### config.mk
export PLATFORM = sky130hd
export DESIGN_NAME = tmrc_ctrl
export DESIGN_NICKNAME = d
export VERILOG_FILES = /design/src/tmrc_pkg.sv /design/src/tmrc_ctrl.sv
export VERILOG_INCLUDE_DIRS = /design/src /design/src/src
export SDC_FILE = /design/constraint.sdc
export NUM_CORES = 1
export LEC_CHECK = 0
export ABC_CLOCK_PERIOD_IN_PS = 1920
export BUFFER_PORTS_ARGS = -buffer_cell sky130_fd_sc_hd__buf_2
export CAP_MARGIN = 20
export CORE_MARGIN = 1
export CORE_UTILIZATION = 47
export CTS_CLUSTER_SIZE = 28
export DETAILED_ROUTE_END_ITERATION = 16
export MAX_ROUTING_LAYER = met4
export PLACE_DENSITY = 0.79
export SYNTH_ARGS = -nofsm -noshare
export SYNTH_HDL_FRONTEND = slang
export SYNTH_SLANG_ARGS = --single-unit
export TNS_END_PERCENT = 1
### constraint.sdc
create_clock -name clk -period 1.92 [get_ports clk]
set_clock_uncertainty 0.15 [all_clocks]
set_input_delay 0.096 -clock clk [delete_from_list [all_inputs] [get_ports clk]]
set_output_delay 0.096 -clock clk [all_outputs]
set_load 0.01 [all_outputs]
### src/tile_map_ray_caster_defines.svh
// Assertion macros shared by the ray caster modules.
// Each module that uses them has ports named clk and rst_n.
`ifndef TILE_MAP_RAY_CASTER_DEFINES_SVH
`define TILE_MAP_RAY_CASTER_DEFINES_SVH

// Checked on every rising edge outside reset.
`define TMRC_ASSERT(label, prop) \
    label: assert property (@(posedge clk) disable iff (!rst_n) (prop)) \
        else $error("tile map ray caster check failed");

// Checked on every rising edge, reset included.
`define TMRC_ASSERT_ALWAYS(label, prop) \
    label: assert property (@(posedge clk) (prop)) \
        else $error("tile map ray caster check failed");

`endif

### src/tmrc_pkg.sv
`default_nettype none
package tmrc_pkg;

    localparam int POS_W   = 23;
    localparam int STEP_W  = 12;
    localparam int COS_W   = 16;
    localparam int COS_FRAC = 15;
    localparam int HH_W    = 11;
    localparam int VH_W    = 12;
    localparam int TW_W    = 11;
    localparam int WH_W    = 12;
    localparam int TEX_W   = 10;
    localparam int CNT_OUT_W = 13;
    localparam int CFG_IDX_W = 3;

    localparam logic       CMD_WRITE_TILE = 1'b0;
    localparam logic       CMD_CAST_RAY   = 1'b1;
    localparam logic [3:0] WALL_CODE      = 4'd2;

    localparam logic [CFG_IDX_W-1:0] CFG_VIEWER_X      = 3'd0;
    localparam logic [CFG_IDX_W-1:0] CFG_VIEWER_Y      = 3'd1;
    localparam logic [CFG_IDX_W-1:0] CFG_HALF_HEIGHT   = 3'd2;
    localparam logic [CFG_IDX_W-1:0] CFG_VIEW_HEIGHT   = 3'd3;
    localparam logic [CFG_IDX_W-1:0] CFG_TEXTURE_WIDTH = 3'd4;

    localparam logic [POS_W-1:0] VIEWER_RESET = 23'd131072;
    localparam logic [HH_W-1:0]  HH_RESET     = 11'd135;
    localparam logic [VH_W-1:0]  VH_RESET     = 12'd270;
    localparam logic [TW_W-1:0]  TW_RESET     = 11'd64;

    localparam logic [POS_W-1:0] POS_MAX   = 23'h3FFFFF;
    localparam logic [POS_W-1:0] POS_MIN   = 23'h400000;
    localparam logic [15:0]      FRAC_LOW  = 16'd655;
    localparam logic [15:0]      FRAC_HIGH = 16'd64881;
    localparam logic [WH_W-1:0]  WH_MAX    = 12'hFFF;
    localparam logic [TEX_W-1:0] TEX_MAX   = 10'h3FF;

    typedef struct packed {
        logic write_tile;
        logic capture;
        logic advance;
        logic mult;
        logic div_step;
        logic finish;
    } tmrc_cmd_t;

    typedef struct packed {
        logic stop;
    } tmrc_status_t;

endpackage
`default_nettype wire

### src/tmrc_ctrl.sv
`default_nettype none
`include "tile_map_ray_caster_defines.svh"
module tmrc_ctrl
    import tmrc_pkg::*;
#(
    parameter int DIV_STEPS = 33
) (
    input  wire logic   clk,
    input  wire logic   rst_n,
    input  wire logic   start,
    input  wire logic   command,
    input  tmrc_status_t status,
    output tmrc_cmd_t   cmd,
    output logic        busy,
    output logic        done
);

    localparam int CW = $clog2(DIV_STEPS + 1);

    typedef enum logic [5:0] {
        ST_IDLE   = 6'b000001,
        ST_INIT   = 6'b000010,
        ST_MARCH  = 6'b000100,
        ST_MULT   = 6'b001000,
        ST_DIV    = 6'b010000,
        ST_FINISH = 6'b100000
    } state_t;

    state_t        state_reg, state_next;
    logic [CW-1:0] div_cnt_reg, div_cnt_next;
    logic          done_reg, done_next;
    logic          accept;

    assign busy   = (state_reg != ST_IDLE);
    assign done   = done_reg;
    assign accept = start && !busy;

    always_comb
    begin
        state_next   = state_reg;
        div_cnt_next = div_cnt_reg;
        done_next    = 1'b0;
        cmd          = '0;
        unique case (state_reg)
            ST_IDLE:
            begin
                if (accept && (command == CMD_CAST_RAY))
                begin
                    cmd.capture = 1'b1;
                    state_next  = ST_INIT;
                end
                else if (accept)
                begin
                    cmd.write_tile = 1'b1;
                end
            end
            ST_INIT:
            begin
                cmd.advance = 1'b1;
                state_next  = ST_MARCH;
            end
            ST_MARCH:
            begin
                if (status.stop)
                begin
                    state_next = ST_MULT;
                end
                else
                begin
                    cmd.advance = 1'b1;
                end
            end
            ST_MULT:
            begin
                cmd.mult     = 1'b1;
                div_cnt_next = '0;
                state_next   = ST_DIV;
            end
            ST_DIV:
            begin
                cmd.div_step = 1'b1;
                div_cnt_next = div_cnt_reg + 1'b1;
                if (div_cnt_reg == CW'(DIV_STEPS - 1))
                begin
                    state_next = ST_FINISH;
                end
            end
            ST_FINISH:
            begin
                cmd.finish = 1'b1;
                done_next  = 1'b1;
                state_next = ST_IDLE;
            end
            default:
            begin
                state_next = ST_IDLE;
            end
        endcase
    end

    always_ff @(posedge clk or negedge rst_n)
    begin
        if (!rst_n)
        begin
            state_reg   <= ST_IDLE;
            div_cnt_reg <= '0;
            done_reg    <= 1'b0;
        end
        else
        begin
            state_reg   <= state_next;
            div_cnt_reg <= div_cnt_next;
            done_reg    <= done_next;
        end
    end

    `TMRC_ASSERT(a_cast_starts_march,
        (accept && (command == CMD_CAST_RAY)) |=> (state_reg == ST_INIT))
    `TMRC_ASSERT(a_finish_after_div, (state_reg == ST_FINISH) |-> ($past(state_reg) == ST_DIV))
    `TMRC_ASSERT_ALWAYS(a_div_count_bound,
        (state_reg != ST_DIV) || (div_cnt_reg < CW'(DIV_STEPS)))

endmodule
`default_nettype wire

==> impl_metrics.yaml, run 1 <==
cells_and_area:
  diodes: 0
  fin_util_pct: 68.7
  final_nets: 106
  areaGrowthSynthToFinish_pct: 28.2
  layout-drive-gt1-share_pct: 31.6
  mostFrequentLayoutCells: "dfrtp_1, buf_2, nor2_1, buf_4, inv_1"
synth:
  synth_cell_types: 33
  syn-cell-area_sq_um: 732
  avgSynthCellArea_sq_um: 9.76
  synthSimpleGateAreaFrac_pct: 27.4
  ys_seq_area_share_pct: 44.6
  synthXorXnorAreaFrac_pct: 2.39
  syn_inst: 75
  synth-compound-area-share_pct: 12.8
  ys_warn_count: 0
  synth_top_family_by_area: "simple AND/OR/NAND/NOR gates"
  ys_seq_elements: 13
  yosys.area_share.adder_pct: 3.42
  synthesis.nets: 82
  muxShareOfSynthArea_pct: 4.10
sta:
  finalCriticalPeriod_ps: 1840
  worst_pin_slew_ps: 386
  max_freq_ghz: 0.545
  finalSetupViolations: 0
  drv_slew: 0
  setup_ws_ps: 84.4
  min_period_over_period_pct: 95.6
  hold_slack_ps: 63.7
  maxSlewHeadroom_pct: 74.0
  hold_viol: 0
flow_run:
  maxCapViolations: 0
cts:
  cts_tree: "built"
  cts_sinks: 13
  path_clk_slew_ps: 90
  cts_max_path_buffers: 2
  clock_latency_ps: 290
  cts_buffers: 3
  htreeDepth: 1
  cts-root-buf: "clkbuf_4"
setup_path:
  cp.arrival_ps: 1590
  crit_fanout: 5
  endpoint_kind: "output pin"
  cp.required_ps: 1670
  crit_type: "reg -> out"
  reg2reg_depth: 3
  cp-start-kind: "flop"
global_route:
  grt-ovfl-total: 0
  grt_usage_pct: 21.4
  grt_pass1_wl_mm: 2.69
  grt_antenna_before_repair: 0
  grt_pass1_vias: 602
  grt_max_degree: 14
floorplanning:
  coreArea_sq_um: 1370
  rows: 13
  fp.dieW_um: 41.5
  die_y_um: 41.5
  io-pin-count: 13
  dieArea_sq_um: 1720
  initial_utilization_pct: 53.6
placement:
  gp_congestion: 0.915
  pre_cts_ws_ps: 145
  portBuffers: 12
  dp_hpwl_mm: 1.01
power:
  p_leak_nw: 0.457
  power_density_nw_per_um2: 868
  peakVddDrop_mv: 0.679
routing:
  drt-pass1-iter-count: 4
  drtIter0Drc: 24
  antenna_left: 0
  drc_errors: 0
  dr_total_vias: 654
  viasPerCell: 5.79
  wl_per_cell_um: 14.2
  routed_wl_mm: 1.60
outcome:
  outcome: "completed"
worst_hold_path:
  hp-class: "in -> async"
[cells by family (layout without fill, tap and decap cells)]
| logic type | Yosys count | count (layout) |
|---|---|---|
| AOI/OAI and AO/OA | 14 | 14 |
| xor gates and xnor gates | 2 | 2 |
| adders and majority gates | 2 | 2 |
| buffers and inverters | 9 | 32 |
| DFF | 13 | 13 |
| muxes | 3 | 3 |
| and+or+nand+nor | 32 | 32 |
[power by group]
group	leakage (nW)	internal, mW	switching [mW]	total (mW)
Sequential	0.177	0.311	0.0359	0.347
Combinational	0.266	0.135	0.155	0.290
Clock	0.0150	0.0808	0.0972	0.178
[critical path, cell delays in order, from the launching register on]
cell and delay, ps:
dfstp_2 570, nor2b_2 150, and3_1 210, inv_2 80, nor3b_2 150, buf_2 150
[cells in the mapped netlist]
cell        n  area (sq um)
o22ai_1     1          6.26
mux2i_1     3          30.0
nand3b_1    2          15.0
nand4_1     2          12.5
nor3b_1     2          15.0
a21oi_1     1          5.00
dfrtp_1    12           300
or3_1       1          6.26
clkbuf_1    1          3.75
xnor2_1     1          8.76
nor3_1      1          5.00
xor2_1      1          8.76
a221o_1     1          10.0
buf_4       1          7.51
o21ai_0     4          20.0
a31oi_1     4          25.0
and2_1      2          12.5
dfstp_2     1          26.3
and3_1      3          18.8
or4_4       1          11.3
nor4b_1     3          26.3
nor2_1      7          26.3
nand2b_1    1          6.26
o2bb2ai_1   1          8.76
nand2_1     3          11.3
o2111a_1    1          11.3
buf_2       1          5.00
o211ai_1    1          7.51
ha_1        2          25.0
nor4_1      1          6.26
nor4b_2     1          15.0
inv_1       6          22.5
nor2b_1     2          12.5
[through the flow]
step	std cells	total power, mW	cell area [sq um]	TNS, ps
finish	113	0.814	938	0
floorplan	75	0.512	732	0
global route	113	0.863	938	-4.08
CTS	112	0.772	898	0
global placement	104	0.584	832	0
detailed placement	104	0.587	832	0
[per-layer routing]
metal,share of wire [%],vias up,global-route usage (%),wire length (um)
li1,-,322,-,-
met1,48,308,28.0,774
met2,45,19,31.6,719
met3,4.3,5,3.91,68
met4,2.3,0,11.6,37
met5,0,-,-,0
[what timing repair did]
item	in CTS	in global routing
endpoints found under the hold margin	16	0
buffers inserted	0	1
hold buffers	4	0
resized for setup	0	8
setup endpoints to repair	0	4
[final cells by class]
type                    instances  area, sq um
fillers                       101          428
repair buffers                 22          145
clock buffers                   4         26.3
inverters                       6         22.5
flip-flops and latches         13          327
well taps                      15         18.8
multi-input cells              53          399
[path summary, 6_finish.rpt]
| check | from | slack (ps) | to |
|---|---|---|---|
| setup / recovery | state_reg[0] | 80 | cmd[5] |
| hold reg to reg | div_cnt_reg[5] | 330 | div_cnt_reg[5] |
| max in group asynchronous | rst_n | 1280 | state_reg[0] |
| hold / removal | rst_n | 60 | state_reg[2] |
| setup reg to reg | state_reg[1] | 130 | state_reg[5] |
| min in group clk | command | 90 | state_reg[0] |
(Power assumes the default switching activity.)
==> inputs of run 2 (changes only) <==
ABC_CLOCK_PERIOD_IN_PS = 1900   (was 1920)
CAP_MARGIN = default   (was 20)
CORE_UTILIZATION = 52   (was 47)
PLACE_DENSITY = 0.82   (was 0.79)
clock period = 1.9 ns   (was 1.92 ns; I/O delays follow)
==> impl_metrics.yaml, run 2 (synthesized netlist as in run 1, its figures left out) <==
setup_path:
  crit_buf_inv: 1
  cp-start-kind: "flop"
  setup.worst_path.start: "state_reg[0]"
  endpoint_kind: "flop"
  cp.arrival_ps: 1950
  max_stage_delay_ps: 550
  crit_slowest_cell: "or4_4"
  cp.required_ps: 1920
  crit_fanout: 5
  crit_chain: "buf_4 > or4_4 > or3_4 > o2111a_1"
  rr_startpoint: "state_reg[0]"
  crit_family: "simple AND/OR/NAND/NOR gates"
  crit_type: "reg -> reg"
  reg2reg_depth: 4
  cp.depth: 4
  r2r_end: "state_reg[5]"
  critPathCapture: "state_reg[5]"
  r2r_setup_slack_ps: -30
cells_and_area:
  diodes: 0
  areaGrowthSynthToFinish_pct: 29.4
  multiInputGateArea_sq_um: 398
  layout_commonest_cell: "buf_2"
  num-fill-cells: 98
  final_nets: 107
  fin_util_pct: 72.8
  seqCellArea_sq_um: 329
  mostFrequentLayoutCells: "buf_2, dfrtp_1, buf_4, nor2_1"
  finalInstanceArea_sq_um: 947
  layout-drive-gt1-share_pct: 35.4
power:
  power_density_nw_per_um2: 892
  p_leak_nw: 0.454
  peakVddDrop_mv: 0.616
floorplanning:
  dieArea_sq_um: 1560
  rows: 13
  die_y_um: 39.5
  initial_utilization_pct: 56.3
  fp.dieW_um: 39.5
  io-pin-count: 13
  coreArea_sq_um: 1300
placement:
  dp_hpwl_mm: 1.14
  portBuffers: 12
  dpl_cell_area_sq_um: 832
  gp_congestion: 0.839
cts:
  cts_buffers: 3
  cts_tree: "built"
  path_clk_slew_ps: 80
  cts_sinks: 13
  htreeDepth: 1
  cts_max_path_buffers: 2
  cts-root-buf: "clkbuf_4"
  clock_latency_ps: 280
routing:
  drtIter0Drc: 22
  drc_errors: 0
  drt-pass1-iter-count: 4
  dr_total_vias: 675
  routed_wl_mm: 1.66
  antenna_left: 0
  wl_per_cell_um: 14.5
  viasPerCell: 5.92
sta:
  finalCriticalPeriod_ps: 1930
  drv_slew: 0
  maxSlewHeadroom_pct: 69.8
  setup_ws_ps: -25.6
  worst_pin_slew_ps: 449
  min_period_over_period_pct: 101
  hold_viol: 0
  finalSetupViolations: 1
  max_freq_ghz: 0.519
  rsz0062_at_grt: "yes"
global_route:
  grt_pass1_vias: 595
  grt-ovfl-total: 0
  grt_usage_pct: 25.3
  grt_max_degree: 14
  grt_pass1_wl_mm: 2.53
  grt_antenna_before_repair: 0
outcome:
  violations: "setup timing"
  outcome: "finished, violations left"
worst_hold_path:
  hp-class: "in -> async"
flow_run:
  maxCapViolations: 0
[run 2: how the worst min path moves through the flow]
stage | from | to | slack (ps) | depth (start not counted)
2_1_floorplan | rst_n | div_cnt_reg[0] | -350 | 0
3_3_place_gp | rst_n | done | -160 | 1
3_5_place_dp | rst_n | div_cnt_reg[2] | -160 | 1
4_1_cts | command | state_reg[0] | 70 | 3
5_1_grt | command | state_reg[0] | 100 | 3
6_report | rst_n | div_cnt_reg[4] | 70 | 2
[run 2: per-stage QoR]
step / hold slack, ps / setup slack, ps / power (mW) / setup TNS, ps / std cells
5_1_grt: 95.6 / -46.0 / 0.901 / -72.4 / 114
6_report: 68.4 / -25.6 / 0.845 / -25.6 / 114
2_1_floorplan: -351 / 102 / 0.517 / 0 / 75
3_3_place_gp: -156 / 148 / 0.589 / 0 / 104
3_5_place_dp: -160 / 96.2 / 0.597 / 0 / 104
4_1_cts: 75.0 / -2.39 / 0.796 / -2.39 / 113
[run 2: layout make-up]
type                       instances  share of cell area, %
sequential                        13                   34.7
multi-input combinational         53                   42.0
inverter                           6                   2.38
tap                               15                   1.98
timing repair buffer              23                   16.1
clock buffer                       4                   2.77
[run 2: routing by layer]
| layer | vias to the layer above | part of all wire [%] | track usage, % |
|---|---|---|---|
| met5 | - | 0 | - |
| met4 | 0 | 1.4 | 7.76 |
| met1 | 327 | 43 | 31.2 |
| met2 | 22 | 51 | 42.6 |
| met3 | 2 | 5.3 | 3.41 |
| li1 | 324 | - | - |
[run 2: repair_timing]
item | 4_1_cts | 5_1_grt
pin swaps | 0 | 1
hold endpoints to repair | 16 | 0
resized for setup | 1 | 10
setup buffers | 1 | 1
hold buffers | 4 | 0
endpoints found under the setup margin | 2 | 4
[run 2: power by group]
| part | switching, mW | internal, mW |
|---|---|---|
| Sequential | 0.0352 | 0.315 |
| Clock | 0.0931 | 0.0816 |
| Combinational | 0.163 | 0.157 |
| Total | 0.292 | 0.553 |
[run 2: worst register-to-register path, cell delays in order (launching register included)]
cell	delay [ps]
dfstp_2	390
buf_4	140
or4_4	550
or3_4	350
o2111a_1	240
